$ cat src/rtl/assert_macros.svh
// assertion macros shared by the matcher rtl
// no dependencies; define NO_ASSERTIONS to compile them out
`ifndef ASSERT_MACROS_SVH
`define ASSERT_MACROS_SVH

`ifndef NO_ASSERTIONS

// checked on every rising edge outside reset
`define NNRM_ASSERT(label, clk, rst, prop) \
  label: assert property (@(posedge clk) disable iff (rst) (prop)) \
    else $error("nnrm assertion failed");

// checked on every rising edge, reset included
`define NNRM_ASSERT_ALWAYS(label, clk, prop) \
  label: assert property (@(posedge clk) (prop)) \
    else $error("nnrm assertion failed");

`else

`define NNRM_ASSERT(label, clk, rst, prop)

`define NNRM_ASSERT_ALWAYS(label, clk, prop)

`endif

`endif

$ cat src/rtl/nnrm_pkg.sv
// shared types and constants for the nearest neighbour ratio matcher
// no dependencies
`timescale 1ns / 1ps

package nnrm_pkg;

  // default widths of the stream fields
  localparam int INDEX_BITS_DEF    = 12;
  localparam int DISTANCE_BITS_DEF = 24;
  localparam int COORD_BITS_DEF    = 16;

  // fixed widths of the configuration registers
  localparam int MAX_DIST_W  = 24;
  localparam int RADIUS_W    = 16;
  localparam int RATIO_W     = 16;
  localparam int CFG_INDEX_W = 3;
  localparam int CFG_DATA_W  = 24;

  // register reset values
  localparam logic [MAX_DIST_W-1:0] MAX_DIST_RESET = 24'hFFFFFF;
  localparam logic [RADIUS_W-1:0]   RADIUS_RESET   = 16'hFFFF;
  localparam logic [RATIO_W-1:0]    RATIO_RESET    = 16'd52429;

  // configuration register indexes
  typedef enum logic [CFG_INDEX_W-1:0] {
    CFG_ENFORCE_MAX_DISTANCE    = 3'd0,
    CFG_MAX_DESCRIPTOR_DISTANCE = 3'd1,
    CFG_GATE_IMAGE_DISTANCE     = 3'd2,
    CFG_MAX_IMAGE_DISTANCE      = 3'd3,
    CFG_USE_RATIO_TEST          = 3'd4,
    CFG_RATIO                   = 3'd5
  } cfg_index_e;

  // gating settings handed to the gate stages
  typedef struct packed {
    logic                  enforce_max;
    logic [MAX_DIST_W-1:0] max_dist;
    logic                  gate_image;
    logic [RADIUS_W-1:0]   max_image;
  } gate_cfg_t;

endpackage

$ cat src/rtl/nearest_neighbour_ratio_matcher_core.sv
// top level of the nearest neighbour matcher with ratio test
// depends on nnrm_pkg, nnrm_gate, nnrm_out_fifo
`timescale 1ns / 1ps
`include "assert_macros.svh"

// Usage
//   s_axis carries one query-to-candidate pair per transfer; tlast marks the
//   final candidate of a query. m_axis carries at most one match per query,
//   produced only for a transfer with tlast set.
//   cfg_we / cfg_index / cfg_wdata write one setting per cycle; write only
//   while no pair is in flight.
// Timing
//   One pair per cycle while the result buffer has room. A match travels from
//   the input register holding its last pair through two gate stages, the
//   best/second tracker, the ratio multiply stage and the result buffer.
// Reset
//   rst (synchronous) clears the pipeline, the tracker and the result buffer
//   and loads the setting defaults.
// Backpressure
//   Results sit in a two-entry buffer; pairs keep flowing while one result
//   waits. When both entries are full the whole pipeline holds and
//   s_axis_tready drops until the receiver takes a result.
module nearest_neighbour_ratio_matcher_core #(
  parameter int INDEX_BITS    = nnrm_pkg::INDEX_BITS_DEF,
  parameter int DISTANCE_BITS = nnrm_pkg::DISTANCE_BITS_DEF,
  parameter int COORD_BITS    = nnrm_pkg::COORD_BITS_DEF,
  localparam int IN_W  = ((2 * INDEX_BITS + DISTANCE_BITS + 4 * COORD_BITS + 7) / 8) * 8,
  localparam int OUT_W = ((2 * INDEX_BITS + DISTANCE_BITS + 7) / 8) * 8
) (
  input  logic                              clk,
  input  logic                              rst,
  // setting writes
  input  logic                              cfg_we,
  input  logic [nnrm_pkg::CFG_INDEX_W-1:0]  cfg_index,
  input  logic [nnrm_pkg::CFG_DATA_W-1:0]   cfg_wdata,
  // candidate pairs
  input  logic                              s_axis_tvalid,
  output logic                              s_axis_tready,
  // query_index, cand_index, descriptor_distance, query_u, query_v, cand_u, cand_v
  input  logic [IN_W-1:0]                   s_axis_tdata,
  // last
  input  logic                              s_axis_tlast,
  // matches
  output logic                              m_axis_tvalid,
  input  logic                              m_axis_tready,
  // match_query, match_candidate, match_distance
  output logic [OUT_W-1:0]                  m_axis_tdata
);
  import nnrm_pkg::*;

  localparam int OFF_C  = INDEX_BITS;
  localparam int OFF_D  = 2 * INDEX_BITS;
  localparam int OFF_QU = OFF_D + DISTANCE_BITS;
  localparam int OFF_QV = OFF_QU + COORD_BITS;
  localparam int OFF_CU = OFF_QV + COORD_BITS;
  localparam int OFF_CV = OFF_CU + COORD_BITS;
  localparam int PROD_W = DISTANCE_BITS + RATIO_W;

  // settings
  logic                  enforce_max_distance;
  logic [MAX_DIST_W-1:0] max_descriptor_distance;
  logic                  gate_image_distance;
  logic [RADIUS_W-1:0]   max_image_distance;
  logic                  use_ratio_test;
  logic [RATIO_W-1:0]    ratio;
  gate_cfg_t             gate_cfg;

  // pipeline control
  logic adv;
  logic fifo_full;
  logic v0, v1, v2, v3, v4;

  // stage 0: input register
  logic [INDEX_BITS-1:0]    q0, c0;
  logic [DISTANCE_BITS-1:0] d0;
  logic [COORD_BITS-1:0]    qu0, qv0, cu0, cv0;
  logic                     l0;

  // stages 1 and 2: side fields beside the gate
  logic [INDEX_BITS-1:0]    q1, c1, q2, c2;
  logic [DISTANCE_BITS-1:0] d1, d2;
  logic                     l1, l2;
  logic                     pass2;

  // stage 3: tracker state and finished query
  logic [DISTANCE_BITS-1:0] best_distance, best_distance_next;
  logic [INDEX_BITS-1:0]    best_candidate, best_candidate_next;
  logic [DISTANCE_BITS-1:0] second_distance, second_distance_next;
  logic [1:0]               passed_count, passed_count_next;
  logic [DISTANCE_BITS-1:0] best3, second3;
  logic [INDEX_BITS-1:0]    cand3, q3;
  logic [1:0]               cnt3;

  // stage 4: ratio product
  logic [PROD_W-1:0]        prod_next, prod4;
  logic [DISTANCE_BITS-1:0] best4;
  logic [INDEX_BITS-1:0]    cand4, q4;
  logic [1:0]               cnt4;

  // result
  logic             accept;
  logic             push;
  logic [OUT_W-1:0] out_word;

  // the pipeline moves whenever the result buffer has room
  assign adv           = !fifo_full;
  assign s_axis_tready = adv;

  // setting registers
  always_ff @(posedge clk) begin
    if (rst) begin
      enforce_max_distance    <= 1'b0;
      max_descriptor_distance <= MAX_DIST_RESET;
      gate_image_distance     <= 1'b0;
      max_image_distance      <= RADIUS_RESET;
      use_ratio_test          <= 1'b0;
      ratio                   <= RATIO_RESET;
    end else if (cfg_we) begin
      unique case (cfg_index_e'(cfg_index))
        CFG_ENFORCE_MAX_DISTANCE:    enforce_max_distance    <= cfg_wdata[0];
        CFG_MAX_DESCRIPTOR_DISTANCE: max_descriptor_distance <= cfg_wdata[MAX_DIST_W-1:0];
        CFG_GATE_IMAGE_DISTANCE:     gate_image_distance     <= cfg_wdata[0];
        CFG_MAX_IMAGE_DISTANCE:      max_image_distance      <= cfg_wdata[RADIUS_W-1:0];
        CFG_USE_RATIO_TEST:          use_ratio_test          <= cfg_wdata[0];
        CFG_RATIO:                   ratio                   <= cfg_wdata[RATIO_W-1:0];
        default: begin
        end
      endcase
    end
  end

  always_comb begin
    gate_cfg.enforce_max = enforce_max_distance;
    gate_cfg.max_dist    = max_descriptor_distance;
    gate_cfg.gate_image  = gate_image_distance;
    gate_cfg.max_image   = max_image_distance;
  end

  // valid chain
  always_ff @(posedge clk) begin
    if (rst) begin
      v0 <= 1'b0;
      v1 <= 1'b0;
      v2 <= 1'b0;
      v3 <= 1'b0;
      v4 <= 1'b0;
    end else if (adv) begin
      v0 <= s_axis_tvalid;
      v1 <= v0;
      v2 <= v1;
      v3 <= v2 && l2;
      v4 <= v3;
    end
  end

  // input register, loaded on a transfer
  always_ff @(posedge clk) begin
    if (adv && s_axis_tvalid) begin
      q0  <= s_axis_tdata[0 +: INDEX_BITS];
      c0  <= s_axis_tdata[OFF_C +: INDEX_BITS];
      d0  <= s_axis_tdata[OFF_D +: DISTANCE_BITS];
      qu0 <= s_axis_tdata[OFF_QU +: COORD_BITS];
      qv0 <= s_axis_tdata[OFF_QV +: COORD_BITS];
      cu0 <= s_axis_tdata[OFF_CU +: COORD_BITS];
      cv0 <= s_axis_tdata[OFF_CV +: COORD_BITS];
      l0  <= s_axis_tlast;
    end
  end

  // side fields travel alongside the gate stages
  always_ff @(posedge clk) begin
    if (adv) begin
      q1 <= q0;
      c1 <= c0;
      d1 <= d0;
      l1 <= l0;
      q2 <= q1;
      c2 <= c1;
      d2 <= d1;
      l2 <= l1;
    end
  end

  nnrm_gate #(
    .DISTANCE_BITS (DISTANCE_BITS),
    .COORD_BITS    (COORD_BITS)
  ) u_gate (
    .clk       (clk),
    .adv       (adv),
    .pair_dist (d0),
    .query_u   (qu0),
    .query_v   (qv0),
    .cand_u    (cu0),
    .cand_v    (cv0),
    .cfg       (gate_cfg),
    .pass      (pass2)
  );

  // best / second-best update, earlier pair wins ties
  always_comb begin
    best_distance_next   = best_distance;
    best_candidate_next  = best_candidate;
    second_distance_next = second_distance;
    passed_count_next    = passed_count;
    if (pass2) begin
      if (passed_count == 2'd0) begin
        best_distance_next  = d2;
        best_candidate_next = c2;
        passed_count_next   = 2'd1;
      end else begin
        if (d2 < best_distance) begin
          second_distance_next = best_distance;
          best_distance_next   = d2;
          best_candidate_next  = c2;
        end else if (passed_count == 2'd1 || d2 < second_distance) begin
          second_distance_next = d2;
        end
        passed_count_next = 2'd2;
      end
    end
  end

  // tracker state, cleared at the end of each query
  always_ff @(posedge clk) begin
    if (rst) begin
      passed_count <= 2'd0;
    end else if (adv && v2) begin
      if (l2) begin
        passed_count <= 2'd0;
      end else begin
        passed_count <= passed_count_next;
      end
    end
  end

  always_ff @(posedge clk) begin
    if (adv && v2) begin
      best_distance   <= best_distance_next;
      best_candidate  <= best_candidate_next;
      second_distance <= second_distance_next;
    end
  end

  // snapshot of the finished query
  always_ff @(posedge clk) begin
    if (adv && v2 && l2) begin
      best3   <= best_distance_next;
      cand3   <= best_candidate_next;
      second3 <= second_distance_next;
      cnt3    <= passed_count_next;
      q3      <= q2;
    end
  end

  // ratio times second-best distance
  assign prod_next = {{DISTANCE_BITS{1'b0}}, ratio} * {{RATIO_W{1'b0}}, second3};

  always_ff @(posedge clk) begin
    if (adv) begin
      prod4 <= prod_next;
      best4 <= best3;
      cand4 <= cand3;
      cnt4  <= cnt3;
      q4    <= q3;
    end
  end

  // accept a lone survivor, or two or more when the ratio test is off or passes
  always_comb begin
    accept = (cnt4 == 2'd1) ||
             ((cnt4 == 2'd2) && (!use_ratio_test || ({best4, {RATIO_W{1'b0}}} < prod4)));
  end

  assign push = adv && v4 && accept;

  // result packing, zero fill above the fields
  always_comb begin
    out_word = '0;
    out_word[0 +: INDEX_BITS]     = q4;
    out_word[OFF_C +: INDEX_BITS] = cand4;
    out_word[OFF_D +: DISTANCE_BITS] = best4;
  end

  nnrm_out_fifo #(
    .DATA_W (OUT_W)
  ) u_out_fifo (
    .clk           (clk),
    .rst           (rst),
    .push          (push),
    .push_data     (out_word),
    .full          (fifo_full),
    .m_axis_tvalid (m_axis_tvalid),
    .m_axis_tready (m_axis_tready),
    .m_axis_tdata  (m_axis_tdata)
  );

  `NNRM_ASSERT(a_count_sat, clk, rst, passed_count != 2'd3)
  `NNRM_ASSERT(a_query_clears, clk, rst, (adv && v2 && l2) |=> (passed_count == 2'd0))
  `NNRM_ASSERT(a_empty_no_match, clk, rst, (v4 && cnt4 == 2'd0) |-> !push)

endmodule

$ cat src/rtl/nnrm_gate.sv
// two-stage pass/fail gate on descriptor distance and image radius
// depends on nnrm_pkg
`timescale 1ns / 1ps
`include "assert_macros.svh"

module nnrm_gate #(
  parameter int DISTANCE_BITS = nnrm_pkg::DISTANCE_BITS_DEF,
  parameter int COORD_BITS    = nnrm_pkg::COORD_BITS_DEF
) (
  input  logic                      clk,
  input  logic                      adv,
  input  logic [DISTANCE_BITS-1:0]  pair_dist,
  input  logic [COORD_BITS-1:0]     query_u,
  input  logic [COORD_BITS-1:0]     query_v,
  input  logic [COORD_BITS-1:0]     cand_u,
  input  logic [COORD_BITS-1:0]     cand_v,
  input  nnrm_pkg::gate_cfg_t       cfg,
  output logic                      pass
);
  import nnrm_pkg::*;

  localparam int SQ_W   = 2 * COORD_BITS;
  localparam int SUM_W  = SQ_W + 1;
  localparam int R2_W   = 2 * RADIUS_W;
  localparam int CMP_W  = (SUM_W > R2_W) ? SUM_W : R2_W;
  localparam int DCMP_W = (DISTANCE_BITS > MAX_DIST_W) ? DISTANCE_BITS : MAX_DIST_W;

  logic [COORD_BITS-1:0] du;
  logic [COORD_BITS-1:0] dv;
  logic [SQ_W-1:0]       du2_next;
  logic [SQ_W-1:0]       dv2_next;
  logic [R2_W-1:0]       r2_next;
  logic                  dist_ok_next;

  logic [SQ_W-1:0]       du2;
  logic [SQ_W-1:0]       dv2;
  logic [R2_W-1:0]       r2;
  logic                  dist_ok;
  logic                  gate_on;
  logic [SUM_W-1:0]      sum;
  logic                  radius_ok;

  // absolute coordinate differences, squares and distance limit
  always_comb begin
    du           = (query_u >= cand_u) ? (query_u - cand_u) : (cand_u - query_u);
    dv           = (query_v >= cand_v) ? (query_v - cand_v) : (cand_v - query_v);
    du2_next     = {{COORD_BITS{1'b0}}, du} * {{COORD_BITS{1'b0}}, du};
    dv2_next     = {{COORD_BITS{1'b0}}, dv} * {{COORD_BITS{1'b0}}, dv};
    r2_next      = {{RADIUS_W{1'b0}}, cfg.max_image} * {{RADIUS_W{1'b0}}, cfg.max_image};
    dist_ok_next = !cfg.enforce_max ||
                   (DCMP_W'(pair_dist) < DCMP_W'(cfg.max_dist));
  end

  // first stage: squared terms
  always_ff @(posedge clk) begin
    if (adv) begin
      du2     <= du2_next;
      dv2     <= dv2_next;
      r2      <= r2_next;
      dist_ok <= dist_ok_next;
      gate_on <= cfg.gate_image;
    end
  end

  // squared radius compare
  always_comb begin
    sum       = {1'b0, du2} + {1'b0, dv2};
    radius_ok = !gate_on || (CMP_W'(sum) <= CMP_W'(r2));
  end

  // second stage: registered verdict
  always_ff @(posedge clk) begin
    if (adv) begin
      pass <= dist_ok && radius_ok;
    end
  end

  // a failing distance limit always fails the pair one stage later
  `NNRM_ASSERT_ALWAYS(a_dist_fail, clk, (adv && !dist_ok) |=> !pass)

endmodule

$ cat src/rtl/nnrm_out_fifo.sv
// two-entry result buffer: output register plus skid entry
// no package dependencies
`timescale 1ns / 1ps
`include "assert_macros.svh"

module nnrm_out_fifo #(
  parameter int DATA_W = 48
) (
  input  logic              clk,
  input  logic              rst,
  input  logic              push,
  input  logic [DATA_W-1:0] push_data,
  output logic              full,
  output logic              m_axis_tvalid,
  input  logic              m_axis_tready,
  output logic [DATA_W-1:0] m_axis_tdata
);

  logic [1:0]        count;
  logic [1:0]        count_next;
  logic [DATA_W-1:0] head;
  logic [DATA_W-1:0] tail;
  logic              pop;

  assign pop           = m_axis_tvalid && m_axis_tready;
  assign full          = (count == 2'd2);
  assign m_axis_tvalid = (count != 2'd0);
  assign m_axis_tdata  = head;

  // occupancy
  always_comb begin
    count_next = count + {1'b0, push} - {1'b0, pop};
  end

  always_ff @(posedge clk) begin
    if (rst) begin
      count <= 2'd0;
    end else begin
      count <= count_next;
    end
  end

  // entry data movement
  always_ff @(posedge clk) begin
    if (pop) begin
      if (count == 2'd2) begin
        head <= tail;
      end else if (push) begin
        head <= push_data;
      end
    end else if (push) begin
      if (count == 2'd0) begin
        head <= push_data;
      end else begin
        tail <= push_data;
      end
    end
  end

  `NNRM_ASSERT(a_no_push_full, clk, rst, full |-> !push)
  `NNRM_ASSERT(a_count_range, clk, rst, count != 2'd3)

endmodule

$ cat config.mk
export PLATFORM = sky130hd
export DESIGN_NAME = nearest_neighbour_ratio_matcher_core
export DESIGN_NICKNAME = d
export VERILOG_FILES = /design/src/rtl/nnrm_pkg.sv /design/src/rtl/nearest_neighbour_ratio_matcher_core.sv /design/src/rtl/nnrm_gate.sv /design/src/rtl/nnrm_out_fifo.sv
export VERILOG_INCLUDE_DIRS = /design/src /design/src/rtl
export SDC_FILE = /design/constraint.sdc
export NUM_CORES = 2
export LEC_CHECK = 0
export BUFFER_PORTS_ARGS = -buffer_cell sky130_fd_sc_hd__buf_2
export CAP_MARGIN = 10
export CELL_PAD_IN_SITES_DETAIL_PLACEMENT = 1
export CELL_PAD_IN_SITES_GLOBAL_PLACEMENT = 1
export CORE_ASPECT_RATIO = 0.9
export CORE_MARGIN = 4
export CORE_UTILIZATION = 50
export DETAILED_ROUTE_END_ITERATION = 8
export GPL_TIMING_DRIVEN = 1
export PLACE_DENSITY = 0.79
export SKIP_LAST_GASP = 1
export SYNTH_ARGS = -nofsm -noshare
export SYNTH_HDL_FRONTEND = slang
export SYNTH_SLANG_ARGS = --single-unit
$ cat constraint.sdc
create_clock -name clk -period 10.9 [get_ports clk]
set_clock_uncertainty 0.15 [all_clocks]
set_input_delay 2.18 -clock clk [delete_from_list [all_inputs] [get_ports clk]]
set_output_delay 2.18 -clock clk [all_outputs]
set_load 0.1 [all_outputs]
==> results by group <==
Setup path
  – WP buf/inv: 10
  – R2R setup slack: 0.74 ns
  – FF-to-FF path depth: 35
  – Worst Path Arrival: 10.44 ns
  – Worst R2R End: u_gate.du2[30]$_DFFE_PN_
  – Worst path max stage delay: 0.54 ns
  – Crit Reg-Reg Startpoint: qu0[0]$_DFFE_PP_
  – Critical Path Sink Type: register
  – Crit-path leading delay family: adder cells
  – Critical Path RT: 11.18 ns
  – Critical Path Source Type: register
  – Critical-path maximum fanout: 21
  – Cell repeated most along the worst path: inv_1
  – Setup CP Type: register to register
  – Slowest CP cell: fa_1

Timing
  – Period utilisation layout: 93.2%
  – Max-slew violation count: 0
  – Minimum clock period: a little over 10 ns
  – # setup viols final: 0
  – Post-route setup slack: 0.741 ns
  – Worst hold slack: roughly 0.24 ns
  – Setup_tns: 0 ns
  – Slew Limit Headroom: 7.25%
  – Worst-Margin Slew: roughly 1.4 ns
  – Max Clock Freq: between 90 and 100 MHz
  – RSZ-0062 raised after global routing: false
  – Fin. Hold Viols: 0

Logic synthesis
  – Synth Area in Compound Gates: 7.66%
  – Post-synthesis simple-gate area fraction: 10.3%
  – Async S/R FF share, synth: 0%
  – Synth top area cells: edfxtp_1, fa_1, ha_1, inv_1, nand2_1
  – Top-area cell type share of the netlist area: 29.7%
  – Cell accounting for the most synthesized area: edfxtp_1
  – Synthesized area per cell: 10.7 sq um
  – Library cells used by synthesis: 90
  – Seq/Total Area, Yosys: 31.8%
  – Yosys reg bits: 695
  – Most used DFF post-synth: edfxtp_1
  – Post-synth EDFFs: around 630
  – Post-Syn Instances: 5918
  – Syn nets: ~7500
  – Multiplexer share of the synthesized area: 1.48%
  – Largest family of logic cells by synthesized area: adder cells
  – Post-Syn Area: 63400 sq um
  – Adder-Cell Fraction of Synth Area: 37.6%
  – Syn. warnings: 0
  – Synth Area in XOR/XNOR: 2.73%

Clock tree
  – Clock transition at path regs: 0.06 ns
  – CTS resizes: 0
  – CTS Buf Count: 77
  – Clk buf depth: 3
  – Clk sinks: slightly below 700
  – Post-CTS setup buffer count: 0
  – CTS tree: yes
  – Root Buffer: clkbuf_16
  – Worst skew pair latency: slightly above 0.7 ns
  – H-tree depth: 3
  – Hold-fix buffers, CTS: 0

Final layout
  – Area grow syn2layout: 8.88%
  – Most frequent cells in the layout: inv_1, fa_1, nand2_1, edfxtp_1, ha_1
  – Layout cells sized above 1: 8.41%
  – Final #Nets: 7653
  – Utilization after layout: 55.0%
  – Most common cell after layout, fill and taps aside: inv_1

Place
  – Pre-CTS setup slack: 0.709 ns
  – RePlAce Congestion: 0.897
  – Port Buffer Count: 194
  – Hpwl dp: 133000 um

Die
  – Starting Density: between 50% and 60%
  – Core ar.: around 130000 sq um
  – Die span in x: 383 um
  – Die Y: 346 um
  – # IOs: slightly below 200
  – Row cnt: between 100 and 150
  – Die ar.: 133000 sq um

GRT
  – Total grt overflow: 0
  – Overall global routing resource usage: 26.5%
  – Largest net degree at the start of global routing: 78
  – First-pass GRT wire length: 275000 um
  – Initial antenna violation count: 22
  – Vias in the first global route: approximately 50000

Hold path
  – Hold depth: 0
  – HP Class: register to register
  – Min-Delay Endpoint: q1[9]$_DFFE_PN_
  – Hold Crit Start: q0[9]$_DFFE_PP_

Routing
  – Post-route ant nets: 0
  – # DRC: 0
  – Routed WL per cell: around 22 um
  – Post-DR vias/cell: between 5 and 6
  – DRT Pass-1 Iters: 6
  – DR vias: 43300
  – Final wirelength: 172000 um
  – Iter 0 DRT Violations: 2866

Flow run
  – Max-Cap Viols: 0

Outcome
  – Outcome: complete, no violations
==> kinds of logic after synthesis <==
family,after synthesis
buffers and inverters,1399
AND/OR/NAND/NOR,1399
XOR/XNOR,192
flip-flops,695
AO/OA/AOI/OAI,726
adder cells (fa/ha/maj),1424
multiplexers,83
==> worst max path at each step <==
stage | to | cells after the start | startpoint
finish | u_gate.du2[30]$_DFFE_PN_ | 35 | qu0[0]$_DFFE_PP_
global route | u_gate.du2[30]$_DFFE_PN_ | 35 | qu0[0]$_DFFE_PP_
CTS | u_gate.du2[30]$_DFFE_PN_ | 35 | qu0[0]$_DFFE_PP_
detailed placement | u_gate.du2[30]$_DFFE_PN_ | 35 | qu0[0]$_DFFE_PP_
global placement | u_gate.du2[30]$_DFFE_PN_ | 35 | qu0[0]$_DFFE_PP_
floorplan | c0[0]$_DFFE_PP_ | 5 | u_out_fifo.count[1]$_SDFF_PP0_
==> per-stage QoR <==
step / instance area, sq um / cells
CTS: 69000 / 7836
floorplan: 63400 / 5918
detailed placement: 66300 / 7692
global placement: 66300 / 7692
finish: 69000 / 7847
global route: 69000 / 7841
==> sequential cells by signal, summed over array words and instances (netlist names), 16 cells and up <==
signal and cells:
second_distance 24, ratio 16, best3 24, u_gate.dv2 31
d2 24, max_image_distance 16, cv0 16, d1 24
d0 24, best4 24, u_out_fifo.tail 48, max_descriptor_distance 24
u_gate.r2 31, best_distance 24, cu0 16, prod4 40
u_gate.du2 31, qu0 16, qv0 16, second3 24
u_out_fifo.m_axis_tdata 48
==> cells in the mapped netlist, types with 21 or more instances <==
master	number
nand3b_1	21
nand3_1	29
inv_1	1217
a31oi_1	22
clkbuf_1	132
and3_1	24
nor3_1	51
xor2_1	60
edfxtp_1	627
dfxtp_1	68
nand2b_1	37
a21oi_1	216
mux2_2	67
nand4_1	29
o21a_1	31
o21bai_1	21
nor2_1	251
and2_1	205
a221o_1	26
o21ai_0	120
ha_1	623
xnor2_1	126
nor2b_1	31
buf_2	27
a21o_1	130
fa_1	801
nand2_1	653
a211o_1	40
==> final cells by class <==
type	count	area, sq um
multi-input cells	3824	37900
fillers	13600	56400
diodes	11	27.5
clock buffers	91	2040
repair buffers	259	1460
clock inverters	53	672
well taps	1687	2110
flip-flops and latches	695	20200
inverters	1227	4620
==> routing by layer <==
| metal | global-route usage, % | share of wire [%] |
|---|---|---|
| met1 | 33.6 | 41 |
| met2 | 47.1 | 51 |
| met3 | 4.05 | 5.7 |
| met4 | 7.32 | 2.6 |
| met5 | 0 | 0 |
Power is not shown: default switching activity piles up to over one toggle a cycle in this logic, so the estimate is an artifact.
